$ cat src/rle8_bitmap_decoder_unit_macros.svh
// Assertion macros for the RLE8 bitmap decoder unit.
`ifndef RLE8_BITMAP_DECODER_UNIT_MACROS_SVH
`define RLE8_BITMAP_DECODER_UNIT_MACROS_SVH

`ifndef SYNTHESIS

// Condition implies consequence in the same cycle.
`define RLE8_ASSERT_IMPLIES(label, clk, rst, cond, cons) \
   label: assert property (@(posedge clk) disable iff (rst) (cond) |-> (cons)) \
      else $error("rle8 decoder: same-cycle check failed");

// Condition implies consequence in the next cycle.
`define RLE8_ASSERT_NEXT(label, clk, rst, cond, cons) \
   label: assert property (@(posedge clk) disable iff (rst) (cond) |=> (cons)) \
      else $error("rle8 decoder: next-cycle check failed");

`else

`define RLE8_ASSERT_IMPLIES(label, clk, rst, cond, cons)
`define RLE8_ASSERT_NEXT(label, clk, rst, cond, cons)

`endif

`endif

$ cat src/rle8_pkg.sv
// Shared types and constants of the RLE8 bitmap decoder unit.
`timescale 1ns / 1ps

package rle8_pkg;

   // Coordinate width default and fixed field widths
   localparam int COORD_BITS_DEF = 16;
   localparam int LINES_BITS     = 16;
   localparam int ROW_BITS       = LINES_BITS + 1;
   localparam int OUT_COORD_BITS = 16;
   localparam int CSR_ADDR_BITS  = 3;
   localparam int CSR_DATA_BITS  = 32;

   // Register word index on the configuration port
   localparam logic REG_IMAGE_LINES = 1'b0;

   // Escape codes following a zero length byte
   localparam logic [7:0] ESC_EOL   = 8'd0;
   localparam logic [7:0] ESC_EOB   = 8'd1;
   localparam logic [7:0] ESC_DELTA = 8'd2;

   // Parse phase
   typedef enum logic [2:0] {
      PH_LEN   = 3'd0,
      PH_COLOR = 3'd1,
      PH_ESC   = 3'd2,
      PH_DX    = 3'd3,
      PH_DY    = 3'd4,
      PH_ABS   = 3'd5,
      PH_PAD   = 3'd6
   } phase_type;

   // One run descriptor
   typedef struct packed {
      logic [OUT_COORD_BITS-1:0] x_start;
      logic [OUT_COORD_BITS-1:0] row;
      logic [7:0]                run_length;
      logic [7:0]                palette_idx;
      logic                      picture_end;
   } result_type;

endpackage

$ cat src/rle8_bitmap_decoder_unit.sv
// Top level of the RLE8 bitmap decoder unit: byte parser, result queue and CSR.
//
//   channel | ports                         | dir | transfer when
//   --------+-------------------------------+-----+---------------------------
//   req     | req_valid/req_stall, req_*    | in  | req_valid & !req_stall
//   rsp     | rsp_valid/rsp_stall, rsp_*    | out | rsp_valid & !rsp_stall
//   csr     | psel/penable/pwrite/paddr/... | in  | psel & penable & pwrite
//
// One byte per cycle while req_stall is low: the parser state updates in the cycle of the
// transfer and a result, if any, is registered onto rsp, or into the skid entry if rsp is held.
// An output register plus a one-entry skid buffer decouple the two channels;
// req_stall rises only while the skid entry is occupied.
// Synchronous reset clears the parser to "finished" (bytes are ignored until a
// byte with req_first_byte set) and image_lines to 1.
`timescale 1ns / 1ps
`include "rle8_bitmap_decoder_unit_macros.svh"

module rle8_bitmap_decoder_unit #(
   parameter int COORD_BITS = rle8_pkg::COORD_BITS_DEF
) (
   input  logic                                 clock,
   input  logic                                 reset,
   // request channel
   input  logic                                 req_valid,
   output logic                                 req_stall,
   input  logic [7:0]                           req_data_byte,
   input  logic                                 req_first_byte,
   // response channel
   output logic                                 rsp_valid,
   input  logic                                 rsp_stall,
   output logic [rle8_pkg::OUT_COORD_BITS-1:0]  rsp_x_start,
   output logic [rle8_pkg::OUT_COORD_BITS-1:0]  rsp_row,
   output logic [7:0]                           rsp_run_length,
   output logic [7:0]                           rsp_palette_idx,
   output logic                                 rsp_picture_end,
   // configuration port
   input  logic                                 psel,
   input  logic                                 penable,
   input  logic                                 pwrite,
   input  logic [rle8_pkg::CSR_ADDR_BITS-1:0]   paddr,
   input  logic [rle8_pkg::CSR_DATA_BITS-1:0]   pwdata,
   output logic [rle8_pkg::CSR_DATA_BITS-1:0]   prdata,
   output logic                                 pready
);

   localparam int RB = rle8_pkg::ROW_BITS;
   localparam int LB = rle8_pkg::LINES_BITS;

   // Configuration register
   logic [LB-1:0] image_lines_ff, image_lines_in;
   logic          reg_hit;

   // Parser state
   rle8_pkg::phase_type   phase_ff, phase_in;
   logic [COORD_BITS-1:0] column_ff, column_in;
   logic [RB-1:0]         row_ff, row_in;
   logic [7:0]            pending_ff, pending_in;
   logic                  odd_pad_ff, odd_pad_in;
   logic                  finished_ff, finished_in;

   // Result queue: output register and skid entry
   rle8_pkg::result_type  out_ff, out_in, skid_ff, skid_in;
   logic                  out_valid_ff, out_valid_in;
   logic                  skid_valid_ff, skid_valid_in;

   logic                  req_accept, rsp_take;
   logic                  res_valid;
   rle8_pkg::result_type  res;

   assign req_stall  = skid_valid_ff;
   assign req_accept = req_valid & ~skid_valid_ff;
   assign rsp_take   = out_valid_ff & ~rsp_stall;

   // CSR access
   assign pready  = 1'b1;
   assign reg_hit = paddr[rle8_pkg::CSR_ADDR_BITS-1] == rle8_pkg::REG_IMAGE_LINES;
   assign prdata  = reg_hit ? rle8_pkg::CSR_DATA_BITS'(image_lines_ff) : '0;

   always_comb begin
      image_lines_in = image_lines_ff;
      if (psel && penable && pwrite && pready && reg_hit) begin
         image_lines_in = pwdata[LB-1:0];
      end
   end

   // Byte parser
   always_comb begin
      logic skip;
      skip        = 1'b0;
      phase_in    = phase_ff;
      column_in   = column_ff;
      row_in      = row_ff;
      pending_in  = pending_ff;
      odd_pad_in  = odd_pad_ff;
      finished_in = finished_ff;
      res_valid   = 1'b0;
      res         = '0;

      if (req_accept) begin
         // new bitmap: restart position and phase
         if (req_first_byte) begin
            phase_in    = rle8_pkg::PH_LEN;
            column_in   = '0;
            pending_in  = '0;
            odd_pad_in  = 1'b0;
            finished_in = 1'b0;
            if (image_lines_ff == '0) begin
               row_in      = '1;
               finished_in = 1'b1;
               res_valid   = 1'b1;
               res.picture_end = 1'b1;
               skip        = 1'b1;
            end else begin
               row_in = RB'(image_lines_ff) - RB'(1);
            end
         end

         if (!skip && !finished_in) begin
            unique case (phase_in)
               rle8_pkg::PH_LEN: begin
                  if (req_data_byte != 8'd0) begin
                     pending_in = req_data_byte;
                     phase_in   = rle8_pkg::PH_COLOR;
                  end else begin
                     phase_in = rle8_pkg::PH_ESC;
                  end
               end
               rle8_pkg::PH_COLOR: begin
                  res_valid       = 1'b1;
                  res.x_start     = rle8_pkg::OUT_COORD_BITS'(column_in);
                  res.row         = rle8_pkg::OUT_COORD_BITS'(row_in[COORD_BITS-1:0]);
                  res.run_length  = pending_in;
                  res.palette_idx = req_data_byte;
                  column_in       = column_in + COORD_BITS'(pending_in);
                  pending_in      = '0;
                  phase_in        = rle8_pkg::PH_LEN;
               end
               rle8_pkg::PH_ESC: begin
                  phase_in = rle8_pkg::PH_LEN;
                  priority if (req_data_byte == rle8_pkg::ESC_EOL) begin
                     column_in = '0;
                     row_in    = row_in - RB'(1);
                     if (row_in[RB-1]) begin
                        finished_in     = 1'b1;
                        res_valid       = 1'b1;
                        res.picture_end = 1'b1;
                     end
                  end else if (req_data_byte == rle8_pkg::ESC_EOB) begin
                     finished_in     = 1'b1;
                     res_valid       = 1'b1;
                     res.picture_end = 1'b1;
                  end else if (req_data_byte == rle8_pkg::ESC_DELTA) begin
                     phase_in = rle8_pkg::PH_DX;
                  end else begin
                     pending_in = req_data_byte;
                     odd_pad_in = req_data_byte[0];
                     phase_in   = rle8_pkg::PH_ABS;
                  end
               end
               rle8_pkg::PH_DX: begin
                  column_in = column_in + COORD_BITS'(req_data_byte);
                  phase_in  = rle8_pkg::PH_DY;
               end
               rle8_pkg::PH_DY: begin
                  row_in   = row_in - RB'(req_data_byte);
                  phase_in = rle8_pkg::PH_LEN;
                  if (row_in[RB-1]) begin
                     finished_in     = 1'b1;
                     res_valid       = 1'b1;
                     res.picture_end = 1'b1;
                  end
               end
               rle8_pkg::PH_ABS: begin
                  // one result per literal pixel
                  res_valid       = 1'b1;
                  res.x_start     = rle8_pkg::OUT_COORD_BITS'(column_in);
                  res.row         = rle8_pkg::OUT_COORD_BITS'(row_in[COORD_BITS-1:0]);
                  res.run_length  = 8'd1;
                  res.palette_idx = req_data_byte;
                  column_in       = column_in + COORD_BITS'(1);
                  pending_in      = pending_in - 8'd1;
                  if (pending_in == 8'd0) begin
                     phase_in   = odd_pad_in ? rle8_pkg::PH_PAD : rle8_pkg::PH_LEN;
                     odd_pad_in = 1'b0;
                  end
               end
               default: begin
                  // pad byte after an odd literal run, or an unused code
                  phase_in = rle8_pkg::PH_LEN;
               end
            endcase
         end
      end
   end

   // Result queue next state
   always_comb begin
      out_in        = out_ff;
      out_valid_in  = out_valid_ff;
      skid_in       = skid_ff;
      skid_valid_in = skid_valid_ff;
      if (skid_valid_ff) begin
         if (rsp_take) begin
            out_in        = skid_ff;
            skid_valid_in = 1'b0;
         end
      end else if (res_valid) begin
         if (!out_valid_ff || rsp_take) begin
            out_in       = res;
            out_valid_in = 1'b1;
         end else begin
            skid_in       = res;
            skid_valid_in = 1'b1;
         end
      end else if (rsp_take) begin
         out_valid_in = 1'b0;
      end
   end

   // Control registers
   always_ff @(posedge clock) begin
      if (reset) begin
         image_lines_ff <= LB'(1);
         phase_ff       <= rle8_pkg::PH_LEN;
         column_ff      <= '0;
         row_ff         <= '0;
         pending_ff     <= '0;
         odd_pad_ff     <= 1'b0;
         finished_ff    <= 1'b1;
         out_valid_ff   <= 1'b0;
         skid_valid_ff  <= 1'b0;
      end else begin
         image_lines_ff <= image_lines_in;
         phase_ff       <= phase_in;
         column_ff      <= column_in;
         row_ff         <= row_in;
         pending_ff     <= pending_in;
         odd_pad_ff     <= odd_pad_in;
         finished_ff    <= finished_in;
         out_valid_ff   <= out_valid_in;
         skid_valid_ff  <= skid_valid_in;
      end
   end

   // Result payload registers
   always_ff @(posedge clock) begin
      out_ff  <= out_in;
      skid_ff <= skid_in;
   end

   assign rsp_valid       = out_valid_ff;
   assign rsp_x_start     = out_ff.x_start;
   assign rsp_row         = out_ff.row;
   assign rsp_run_length  = out_ff.run_length;
   assign rsp_palette_idx = out_ff.palette_idx;
   assign rsp_picture_end = out_ff.picture_end;

   // Checks
   `RLE8_ASSERT_IMPLIES(a_skid_behind_out, clock, reset, skid_valid_ff, out_valid_ff)
   `RLE8_ASSERT_NEXT(a_end_sets_finished, clock, reset, res_valid && res.picture_end, finished_ff)
   `RLE8_ASSERT_IMPLIES(a_run_not_empty, clock, reset, rsp_valid && !rsp_picture_end, rsp_run_length != 8'd0)

endmodule

$ cat config.mk
export PLATFORM = sky130hd
export DESIGN_NAME = rle8_bitmap_decoder_unit
export DESIGN_NICKNAME = d
export VERILOG_FILES = /design/src/rle8_pkg.sv /design/src/rle8_bitmap_decoder_unit.sv
export VERILOG_INCLUDE_DIRS = /design/src /design/src/src
export SDC_FILE = /design/constraint.sdc
export NUM_CORES = 1
export LEC_CHECK = 0
export ABC_AREA = 0
export BUFFER_PORTS_ARGS = -buffer_cell sky130_fd_sc_hd__buf_2
export CAP_MARGIN = 20
export CORE_ASPECT_RATIO = 0.7
export CORE_UTILIZATION = 35
export DETAILED_ROUTE_END_ITERATION = 12
export PLACE_DENSITY_LB_ADDON = 0.05
export SLEW_MARGIN = 20
export SYNTH_ARGS = -nofsm -noshare
export SYNTH_HDL_FRONTEND = slang
export SYNTH_SLANG_ARGS = --single-unit
$ cat constraint.sdc
create_clock -name clock -period 19.79 [get_ports clock]
set_input_delay 4.9475 -clock clock [delete_from_list [all_inputs] [get_ports clock]]
set_output_delay 4.9475 -clock clock [all_outputs]
set_load 0.005 [all_outputs]
==> results of run 1 <==
placed cells by master, fill, tap and decap left out, types with 5 or more instances in the layout:
master     Yosys  final
xor2_1         7      7
a211oi_1      13     13
or3_1         15     15
buf_4         17     19
ha_1          20     20
conb_1         2     17
clkbuf_16      0     17
nor2_1       122    122
a311oi_1       5      5
edfxtp_1      98     98
buf_2          1     99
inv_1         30     30
nand3_1       13     13
o31ai_1        9      9
nor4_1        11     10
a221oi_1       6      5
a31oi_1       18     18
nand2b_1       8      8
a21o_1        54     54
o22ai_1       11     11
a21oi_1       85     84
nor2b_1       39     38
a22oi_1       14     14
dfxtp_1       64     63
nor3_1        27     26
nand4b_1       7      7
or4_1          7      7
nand2_1       75     75
and2_1        10     10
nand4_1       12     12
o21a_1         7      7
o211ai_1       5      5
and3_1        27     27
o21ai_0       59     58
xnor2_1       15     15
state kept, by name, summed over array words and instances, names as in the netlist:
register         cells
column_ff           16
finished_ff          1
image_lines_ff      16
odd_pad_ff           1
pending_ff           8
phase_ff             3
req_stall            1
row_ff              17
rsp_palette_idx      8
rsp_picture_end      1
rsp_row             16
rsp_run_length       8
rsp_valid            1
rsp_x_start         16
skid_ff             49
metrics by stage:
stage | setup slack, ns | cells | utilization | hold slack [ns]
4_1_cts | 9.361 | 1489 | 0.4141 | 0.4679
2_1_floorplan | 7.276 | 1064 | - | 0.4359
5_1_grt | 9.303 | 1489 | 0.4144 | 0.4947
3_5_place_dp | 9.367 | 1457 | 0.3919 | 0.4556
6_report | 9.366 | 1489 | 0.4144 | 0.4675
3_3_place_gp | 9.399 | 1457 | 0.3919 | 0.4509
per-layer routing:
metal / part of all wire / vias to the layer above / track usage
met5: 0 / - / 0
met2: 0.37 / 259 / 0.2582
met3: 0.072 / 16 / 0.05017
met4: 0.0089 / 0 / 0.04855
met1: 0.55 / 3969 / 0.3579
li1: - / 3995 / -
worst min-delay path by stage:
| stage | end | slack, ns |
|---|---|---|
| after floorplan | column_ff[4]$_SDFFE_PP0P_ | 0.44 |
| after CTS | column_ff[4]$_SDFFE_PP0P_ | 0.47 |
| after global placement | column_ff[4]$_SDFFE_PP0P_ | 0.45 |
| final | column_ff[4]$_SDFFE_PP0P_ | 0.47 |
| after detailed placement | column_ff[4]$_SDFFE_PP0P_ | 0.46 |
| after global routing | column_ff[4]$_SDFFE_PP0P_ | 0.49 |
worst min-delay path: stages, from the launching register on:
cell,delay (ns)
dfxtp_1,0.32
nand2_1,0.05
a21oi_1,0.05
power breakdown:
| group | leakage (uW) | internal [uW] | switching, uW | total (uW) |
|---|---|---|---|---|
| registers | 0.00147 | 361 | 7.06 | 368 |
| logic | 0.00275 | 33.4 | 60.0 | 93.4 |
| clock network | 0.000280 | 190 | 146 | 335 |
| total | 0.00450 | 584 | 213 | 797 |
cell type report:
type,count,area (um2)
timing repair buffer,118,638.1
fill,2648,15260
sequential,162,4225
clock buffer,20,446.7
tap,357,446.7
inverter,33,123.9
clock inverter,12,132.6
multi-input combinational,787,4783
cell families after synthesis:
family,Yosys count,share of synthesized area
AO/OA/AOI/OAI,324,0.2227
XOR/XNOR,22,0.02046
adder cells (fa/ha/maj),22,0.03083
buffers and inverters,115,0.05448
flip-flops,162,0.4486
multiplexers,5,0.005979
other,2,0.0007975
AND/OR/NAND/NOR,397,0.2162
cells in the mapped netlist (all sizes together) (5+ instances only):
cell    number
nor2       122
edfxtp      98
a21oi       85
nand2       75
dfxtp       64
o21ai       62
clkbuf      60
a21o        54
nor2b       39
inv         31
nor3        28
and3        27
buf         22
ha          20
a31oi       18
or3         15
xnor2       15
a22oi       14
a211oi      13
nand3       13
nor4        13
nand4       12
and2        11
o22ai       11
o31ai        9
nand2b       8
nand4b       7
o21a         7
or4          7
xor2         7
a221oi       6
a311oi       5
o211ai       5
==> reports/results.ini, run 1 <==
[power_and_ir_drop]
power_density_nw_per_um2 = 73.79
irDropWorstVdd_v = 0.00006691
power_uw = 796.7
p_leak_uw = 0.004500

[timing]
setup-tns-final_ns = 0
layout_min_cycle_time_ns = 10.42
max_slew_margin = 0.2830
tightest_slew_ns = 1.067
grt_setup_unrepaired = false
setup_viol = 0
layout_worst_path_cycle_share = 0.5267
hold_viol = 0
fmax_mhz = 95.93
fin_skew_ns = 0.01321
maxSlewViolCount = 0

[floorplan]
die_h_um = 139.2
die_x_um = 198.1
die-area_um2 = 27580
fp-row-count = 49
initial_core_util = 0.3614
coreArea_um2 = 26060
num_io_pins = 135

[route]
drc = 0
dr_total_vias = 8239
ant_nets = 0
wl_per_cell_um = 19.07
routed_wl_mm = 28.39
drtIter0Drc = 684
drtPass1Iterations = 6
via_per_inst = 5.533

[synthesis]
async_flop_share = 0
yosysTopAreaCellShare = 0.3125
ys_seq_area_frac = 0.4486
synth_edf_count = 98
netlist_area_um2 = 9417
syn_area_per_cell_um2 = 8.977
ys_ff_latch = 162
synth_top_area_cell = edfxtp_1
synthFlopType = edfxtp_1
synthCells = 1049
yosysWarnings = 0
yosysUniqueCellTypes = 76
synth_area_leaders = edfxtp_1 (31%), dfxtp_1 (14%), nor2_1 (4.9%), a21oi_1 (4.5%), a21o_1 (4.3%)

[clock_network]
clk-insertion-delay-late_ns = 0.45
cts_tree = built
clk_path_buf_depth = 2
cts_buffers = 17
post_cts_resized = 0
holdBufCountCts = 0
postCtsSetupRepairBufs = 0
clkTransAtPathRegs_ns = 0.06
clock_sinks = 162
cts_root_buf = clkbuf_16
htreeDepth = 4

[status]
status = finished, final reports clean

[layout]
area_delta_synth_final_pct = 14.66
num_antenna_cells = 0
design_area_um2 = 10800
drive_gt1_frac = 0.1475
nNetsFinal = 1192

[critical_path]
reg2reg_to = skid_ff[23]$_DFFE_PP_
max_stage_delay_ns = 0.29
crit_type = input pin to output port
critPathMaxFanout = 18
crit_cells = 3
crit_chain = buf_2, nor2b_1, buf_2
required_ns = 14.84
slowest_stage = buf_2
cp-end-kind = output port
reg2reg_slack_ns = 13.77
path_common_cell = buf_2
endpoint = prdata[10]
crit_buf_inv = 2
critPathLaunch = paddr[2]
startpoint_type = input pin
crit_arrival_ns = 5.48
timing.rr.start = image_lines_ff[0]$_SDFFE_PP1P_
cp_top_family = buffers and inverters
rr_worst_depth = 17

[global_routing]
grt.total_usage = 0.2127
antenna_found_initial = 1
grt_max_degree = 68
grt_overflow = 0
grt_pass1_wl_mm = 44.99
grt_pass1_vias = 7427

[flow_run]
cap_viol_max_count = 0

[min_path]
holdPathStages = 2
min_from = column_ff[4]$_SDFFE_PP0P_
min_path_type = flip-flop to flip-flop

[placement]
placed_cell_area_um2 = 10210
gp_congestion = 0.8850
dpl.hpwl_mm = 19.84
io_buffer_count = 99

Power figures use the tool's default switching activity.
==> inputs of run 2 (changes only) <==
--- a/config.mk
+++ b/config.mk
@@ -6,7 +6,7 @@
 export SDC_FILE = /design/constraint.sdc
 export NUM_CORES = 1
 export LEC_CHECK = 0
-export ABC_AREA = 0
+export ABC_AREA = 1
 export BUFFER_PORTS_ARGS = -buffer_cell sky130_fd_sc_hd__buf_2
 export CAP_MARGIN = 20
 export CORE_ASPECT_RATIO = 0.7
==> constraint.sdc (replaced) <==
create_clock -name clock -period 8.45 [get_ports clock]
set_input_delay 2.1125 -clock clock [delete_from_list [all_inputs] [get_ports clock]]
set_output_delay 2.1125 -clock clock [all_outputs]
set_load 0.005 [all_outputs]
==> run 2 against run 1 <==
Via count rose by 1.4%. Global-route usage decreased by 1.1 points. Flip-flop and latch count unchanged. Sequential share of layout area shrank 1.1 points. Die area up 3.6%. Largest power group unchanged. Final cell count rose by 13%. Critical path type is now input pin to flip-flop. Critical path depth increased by 18. Power grew to 2.5 times the previous value.
==> reports/results.ini, run 2 <==
[status]
status = finished, final reports clean

[global_routing]
grt_pass1_wl_mm = 43.93  ; -2.4%
grt_overflow = 0  ; unchanged
grt.total_usage = 0.2013  ; -0.01138
grt_max_degree = 63  ; -7.4%
antenna_found_initial = 0  ; -1
grt_pass1_vias = 7403  ; -0.32%

[layout]
fin_cells = 1690  ; +13%
layout_common_cells = nand2_1 (234), nor2_1 (141), inv_1 (128), o21ai_0 (109), buf_2 (99)
nNetsFinal = 1385  ; +16%
area_delta_synth_final_pct = 13.73
largest_reg_flops = 49  ; unchanged
drive_gt1_frac = 0.1879  ; +0.04040
n_fill_cell = 2781  ; +5.0%
final_common_cell = nand2_1
max_flop_register = skid_ff
utilization = 0.4097  ; -0.004612
reg_top3 = skid_ff x49, row_ff x17

[power_and_ir_drop]
irDropWorstVdd_v = 0.0001480  ; +120%
combPwrFrac = 0.153  ; +0.036
sw_frac_of_total = 0.2893  ; +0.02243
power_frac_seq = 0.437  ; -0.025
power_density_nw_per_um2 = 180.6  ; +140%
p_int_uw = 1425  ; +140%
clkPwrFrac = 0.410  ; -0.011
p_leak_uw = 0.004512  ; +0.26%
net-switching-power_uw = 580.1  ; +170%

[critical_path]
rr_worst_depth = 25  ; +8
cp-end-kind = flip-flop
crit_type = input pin to flip-flop
slowest_stage = buf_2
cp_top_family = buffers and inverters
path_common_cell = nand2_1
crit_chain = buf_2, inv_2, o21ai_1, inv_2, fa_1, inv_1, nand2_1, nor2_1, o21ai_0, nand2_1, nand2_1, nand2_1, nand2_1, o21ai_1, inv_1, nand4_1, nand3_1, nand3_2, nand2_1, a21oi_4, buf_4
startpoint_type = input pin
crit_buf_inv = 6  ; +4
critPathMaxFanout = 32  ; +14
max_stage_delay_ns = 0.64  ; +0.35 ns
crit_arrival_ns = 6.58  ; +1.10 ns
required_ns = 8.54  ; -6.30 ns
crit_cells = 21  ; +18

[timing]
fmax_mhz = 154.2
setup-tns-final_ns = 0  ; unchanged
grt_setup_unrepaired = false
layout_worst_path_cycle_share = 0.7676
maxSlewViolCount = 0  ; unchanged
setup_viol = 0  ; unchanged
layout_min_cycle_time_ns = 6.486
max_slew_margin = 0.4309  ; +0.1479
hold_viol = 0  ; unchanged
tightest_slew_ns = 0.8537  ; -0.2136 ns
fin_skew_ns = 0.02805  ; +0.01485 ns

[placement]
dpl.hpwl_mm = 19.95  ; +0.56%
place_inst = 1657  ; +14%
gp_congestion = 0.8881  ; +0.35%
io_buffer_count = 99  ; unchanged

[route]
via_per_inst = 4.944  ; -11%
drtIter0Drc = 607  ; -11%
drc = 0  ; unchanged
ant_nets = 0  ; unchanged
dr_total_vias = 8356  ; +1.4%
wl_per_cell_um = 16.86  ; -12%
routed_wl_mm = 28.50  ; +0.36%
drtPass1Iterations = 7  ; +1

[clock_network]
cts_tree = built
cts_root_buf = clkbuf_16
postCtsSetupRepairBufs = 0  ; unchanged
cts_buffers = 17  ; unchanged
htreeDepth = 4  ; unchanged
clock_sinks = 162  ; unchanged
clk_path_buf_depth = 2  ; unchanged
holdBufCountCts = 0  ; unchanged
clk-insertion-delay-late_ns = 0.45  ; about the same
post_cts_resized = 0  ; unchanged
clkTransAtPathRegs_ns = 0.06  ; about the same

[floorplan]
num_io_pins = 135  ; unchanged
die_x_um = 201.6  ; +1.8%
coreArea_um2 = 27090  ; +4.0%
die-area_um2 = 28570  ; +3.6%
fp-row-count = 50  ; +2.0%
die_h_um = 141.7  ; +1.8%
initial_core_util = 0.3603  ; -0.001115

[synthesis]
ys_seq_area_frac = 0.4328  ; -0.01576
yosysWarnings = 0  ; unchanged
syn_area_per_cell_um2 = 7.909  ; -12%
ys_ff_latch = 162  ; unchanged
yosysUniqueCellTypes = 54  ; -29%
synth_edf_count = 98  ; unchanged
synth_commonest_cells = nand2_1 (234), nor2_1 (141), inv_1 (129), o21ai_0 (109), edfxtp_1 (98)
synthCells = 1234  ; +18%
synthFlopType = edfxtp_1
netlist_area_um2 = 9759  ; +3.6%
synth_area_leaders = edfxtp_1 (30%), dfxtp_1 (13%), nand2_1 (9.0%), o21ai_0 (5.6%), nor2_1 (5.4%)
async_flop_share = 0  ; unchanged
synth_most_common_cell = nand2_1
yosysTopAreaCellShare = 0.3015  ; -0.01098
synth_top_area_cell = edfxtp_1

[min_path]
holdPathStages = 2  ; unchanged
min_path_type = flip-flop to flip-flop

[flow_run]
cap_viol_max_count = 0  ; unchanged

## run 2: changes by cell type after synthesis, moves of 16 or more
cell / before / now
nand2_1: 75 / 234
and3_1: 27 / 1
nand3_1: 13 / 59
nor3_1: 27 / 7
clkbuf_1: 59 / 34
inv_1: 30 / 129
o211ai_1: 5 / 21
nor2b_1: 39 / 0
a21o_1: 54 / 0
nor2_1: 122 / 141
o21ai_0: 59 / 109
## run 2: path summary, 6_finish.rpt
kind | start | to | slack (ns)
max reg2reg | image_lines_ff[0]$_SDFFE_PP1P_ | rsp_x_start[13]$_DFFE_PP_ | 3.29
min reg2reg | row_ff[10]$_SDFFE_PP0P_ | row_ff[10]$_SDFFE_PP0P_ | 0.46
max | req_first_byte | rsp_x_start[13]$_DFFE_PP_ | 1.96
min | row_ff[10]$_SDFFE_PP0P_ | row_ff[10]$_SDFFE_PP0P_ | 0.46
## run 2: logic make-up (layout without fill, tap and decap cells)
| kind of cell | Yosys count | in the layout | share of synthesized area |
|---|---|---|---|
| buffers and inverters | 212 | 288 | 0.09333 |
| xor gates and xnor gates | 10 | 10 | 0.008974 |
| AOI/OAI and AO/OA | 296 | 296 | 0.1777 |
| other | 2 | 18 | 0.0007695 |
| DFF | 162 | 162 | 0.4328 |
| adders and majority gates | 22 | 22 | 0.02974 |
| and+or+nand+nor | 530 | 530 | 0.2567 |
## run 2: final cells by class
class | instances | area, um2 | area share
Sequential cell | 162 | 4225 | 0.3807
Inverter | 148 | 556.8 | 0.05016
Clock inverter | 14 | 175.2 | 0.01578
Tap cell | 364 | 455.4 | 0.04103
Multi-Input combinational cell | 875 | 4692 | 0.4227
Timing Repair Buffer | 108 | 563.0 | 0.05073
Clock buffer | 18 | 429.2 | 0.03867
Antenna cell | 1 | 2.502 | 0.0002255
## run 2: through the flow
step	area, um2	setup slack, ns	total power (uW)	hold slack, ns
floorplan	9816	1.328	1114	0.4343
global placement	10490	1.559	1198	0.4484
detailed placement	10490	1.472	1199	0.4549
CTS	11100	1.947	2025	0.4646
global route	11100	1.527	2091	0.4791
finish	11100	1.964	2005	0.4620
## run 2: power groups by stage
stage / registers [uW] / clock network, uW / logic [uW]
global placement: 894 / 0 / 304
floorplan: 895 / 0 / 219
finish: 877 / 822 / 306
global route: 880 / 869 / 342
detailed placement: 894 / 0 / 304
CTS: 877 / 843 / 306
## run 2: layer usage
metal	vias up	global-route usage	wire length [um]
li1	4304	-	-
met1	3813	0.3338	16470
met2	219	0.2588	10470
met3	20	0.03307	1238
met4	0	0.04745	323
met5	-	0	0
## run 2: worst reg2reg max path, delay by kind of cell, from the launching register on
| family | cells | cell delay, ns |
|---|---|---|
| buffers and inverters | 4 | 0.80 |
| and+or+nand+nor | 14 | 1.47 |
| AOI/OAI and AO/OA | 4 | 1.25 |
| adders and majority gates | 3 | 0.95 |
| DFF | 1 | 0.31 |
==> inputs of run 3 (changes only) <==
==> constraint.sdc (replaced) <==
create_clock -name clock -period 5.85 [get_ports clock]
set_input_delay 1.4625 -clock clock [delete_from_list [all_inputs] [get_ports clock]]
set_output_delay 1.4625 -clock clock [all_outputs]
set_load 0.005 [all_outputs]
==> run 3 against run 2 <==
Clock power grew 37%. Largest power group unchanged. Register-to-register slack worse by 1.9 ns. Critical path type unchanged. First-iteration DRC count grew 9.9%. Core utilization is 0.21 points higher. Sequential share of layout area decreased by 0.19 points. Clock skew is 0.017 ns lower. Clock-buffer cell count is 1 lower. Largest cell class unchanged.
==> reports/results.ini, run 3 (synthesis results as in run 2) <==
[status]
status = finished, final reports clean

[placement]
place_inst = 1664  ; +0.42%
gp_congestion = 0.8619  ; -3.0%
io_buffer_count = 99  ; unchanged
placed_cell_area_um2 = 10580  ; +0.86%
dpl.hpwl_mm = 20.21  ; +1.3%

[timing]
setup_viol = 0  ; unchanged
tightest_slew_ns = 0.7024  ; -0.1513 ns
setup-tns-final_ns = 0  ; unchanged
layout_worst_path_cycle_share = 0.8482
maxSlewViolCount = 0  ; unchanged
grt_setup_unrepaired = false
hold_viol = 0  ; unchanged
layout_min_cycle_time_ns = 4.962
max_slew_margin = 0.5312  ; +0.1003
fmax_mhz = 201.5
fin_skew_ns = 0.01110  ; -0.01695 ns

[route]
dr_total_vias = 8397  ; +0.49%
drtIter0Drc = 667  ; +9.9%
ant_nets = 0  ; unchanged
drtPass1Iterations = 7  ; unchanged
routed_wl_mm = 28.83  ; +1.2%
via_per_inst = 4.951  ; +0.14%
drc = 0  ; unchanged
wl_per_cell_um = 17.00  ; +0.81%

[global_routing]
antenna_found_initial = 0  ; unchanged
grt_pass1_wl_mm = 45.09  ; +2.7%
grt_max_degree = 63  ; unchanged
grt_overflow = 0  ; unchanged
grt_pass1_vias = 7508  ; +1.4%
grt.total_usage = 0.2067  ; +0.005373
met2_usage = 0.2657  ; +0.006897
grtUsageMet1 = 0.3432  ; +0.009397
gr-usage-met3 = 0.03376  ; +0.0006890
top_usage_layer = met1

[layout]
largest_reg_flops = 49  ; unchanged
num_antenna_cells = 0  ; -1
design_area_um2 = 11160  ; +0.51%
final_common_cell = nand2_1
nNetsFinal = 1392  ; +0.51%
drive_gt1_frac = 0.1929  ; +0.005018
reg_top3 = skid_ff x49, row_ff x17
layout_common_cells = nand2_1 (234), nor2_1 (141), inv_1 (128), o21ai_0 (109), buf_2 (99)
max_flop_register = skid_ff
n_fill_cell = 2754  ; -0.97%
area_delta_synth_final_pct = 14.31
fin_cells = 1696  ; +0.36%

[clock_network]
post_cts_resized = 0  ; unchanged
postCtsSetupRepairBufs = 0  ; unchanged
clk_path_buf_depth = 2  ; unchanged
clk-insertion-delay-late_ns = 0.44  ; about the same
htreeDepth = 4  ; unchanged
cts_buffers = 17  ; unchanged
holdBufCountCts = 0  ; unchanged
cts_root_buf = clkbuf_16
clock_sinks = 162  ; unchanged
cts_tree = built
clkTransAtPathRegs_ns = 0.07  ; about the same

[power_and_ir_drop]
combPwrFrac = 0.158  ; +0.005
power_density_nw_per_um2 = 255.2  ; +41%
sw_frac_of_total = 0.3036  ; +0.01428
irDropWorstVdd_v = 0.0002168  ; +47%
clkPwrFrac = 0.397  ; -0.013
p_int_uw = 1982  ; +39%
net-switching-power_uw = 864.2  ; +49%
p_leak_uw = 0.004538  ; +0.58%
power_frac_seq = 0.445  ; +0.008

[critical_path]
reg2reg_slack_ns = 1.40  ; -1.89 ns
endpoint = rsp_x_start[12]$_DFFE_PP_
crit_arrival_ns = 5.08  ; -1.50 ns
crit_type = input pin to flip-flop
critPathLaunch = req_first_byte
rr_worst_depth = 25  ; unchanged
cp-end-kind = flip-flop
critPathMaxFanout = 49  ; +53%
required_ns = 5.97  ; -2.57 ns
reg2reg_to = rsp_x_start[12]$_DFFE_PP_
startpoint_type = input pin
timing.rr.start = image_lines_ff[0]$_SDFFE_PP1P_

[floorplan]
die-area_um2 = 28570  ; unchanged
die_x_um = 201.6  ; unchanged
fp-row-count = 50  ; unchanged
die_h_um = 141.7  ; unchanged
num_io_pins = 135  ; unchanged
coreArea_um2 = 27090  ; unchanged
initial_core_util = 0.3603  ; unchanged

[min_path]
min_path_type = flip-flop to flip-flop

[flow_run]
cap_viol_max_count = 0  ; unchanged

==> run 3: cell count changes in the layout (fill, tap and decap cells not counted), sizes merged <==
cell and delta:
diode -1, buf +7, clkbuf -1, clkinvlp +2, bufinv -2, inv +1
==> run 3: per-stage QoR <==
stage	setup WS [ns]	power (uW)	utilization	hold slack, ns
floorplan	0.3701	1608	-	0.4343
global placement	0.5323	1737	0.3907	0.4474
CTS	0.9456	2872	0.4118	0.4646
finish	0.8879	2847	0.4118	0.4646
detailed placement	0.4761	1739	0.3907	0.4518
global route	0.4402	2982	0.4118	0.4747
==> run 3: worst min path at each step <==
stage / from / to / slack, ns / depth (start not counted)
global route: row_ff[10]$_SDFFE_PP0P_ / row_ff[10]$_SDFFE_PP0P_ / 0.47 / 2
floorplan: pending_ff[6]$_SDFFE_PP0P_ / pending_ff[6]$_SDFFE_PP0P_ / 0.43 / 2
detailed placement: column_ff[1]$_SDFFE_PP0P_ / column_ff[1]$_SDFFE_PP0P_ / 0.45 / 2
finish: row_ff[16]$_SDFFE_PP0P_ / row_ff[16]$_SDFFE_PP0P_ / 0.46 / 2
global placement: row_ff[4]$_SDFFE_PP0P_ / row_ff[4]$_SDFFE_PP0P_ / 0.45 / 2
CTS: column_ff[1]$_SDFFE_PP0P_ / column_ff[1]$_SDFFE_PP0P_ / 0.46 / 2
==> run 3: power groups by stage <==
stage	Clock (uW)	Combinational [uW]	Sequential [uW]
2_1_floorplan	0	316	1290
3_3_place_gp	0	445	1290
3_5_place_dp	0	447	1290
4_1_cts	1160	449	1270
5_1_grt	1210	504	1270
6_report	1130	451	1270
==> run 3: final cells by class <==
cell class / count / area (um2) / share of cell area
Timing Repair Buffer: 115 / 653.1 / 0.05855
Clock buffer: 17 / 425.4 / 0.03813
Inverter: 148 / 556.8 / 0.04991
Multi-Input combinational cell: 875 / 4692 / 0.4206
Tap cell: 364 / 455.4 / 0.04083
Sequential cell: 162 / 4225 / 0.3788
Clock inverter: 15 / 147.6 / 0.01323
==> run 3: per-layer routing <==
| layer | wire length (um) | part of all wire |
|---|---|---|
| met5 | 0 | 0 |
| met4 | 317 | 0.011 |
| met3 | 1537 | 0.053 |
| met2 | 10700 | 0.37 |
| met1 | 16270 | 0.56 |
==> run 3: worst max-delay path: stages <==
cell and delay (ns):
buf_2 0.40, buf_4 0.32, o22ai_4 0.10, ha_1 0.23, fa_1 0.37, inv_1 0.08
nand2_1 0.07, nor2_1 0.12, o21ai_0 0.13, nand2_1 0.08, nand2_1 0.04, nand2_1 0.07
nand2_1 0.07, o21ai_1 0.39, inv_1 0.11, nand4_1 0.09, nand3_1 0.16, nand3_2 0.17
nand2_1 0.12, a21oi_4 0.16, buf_12 0.28
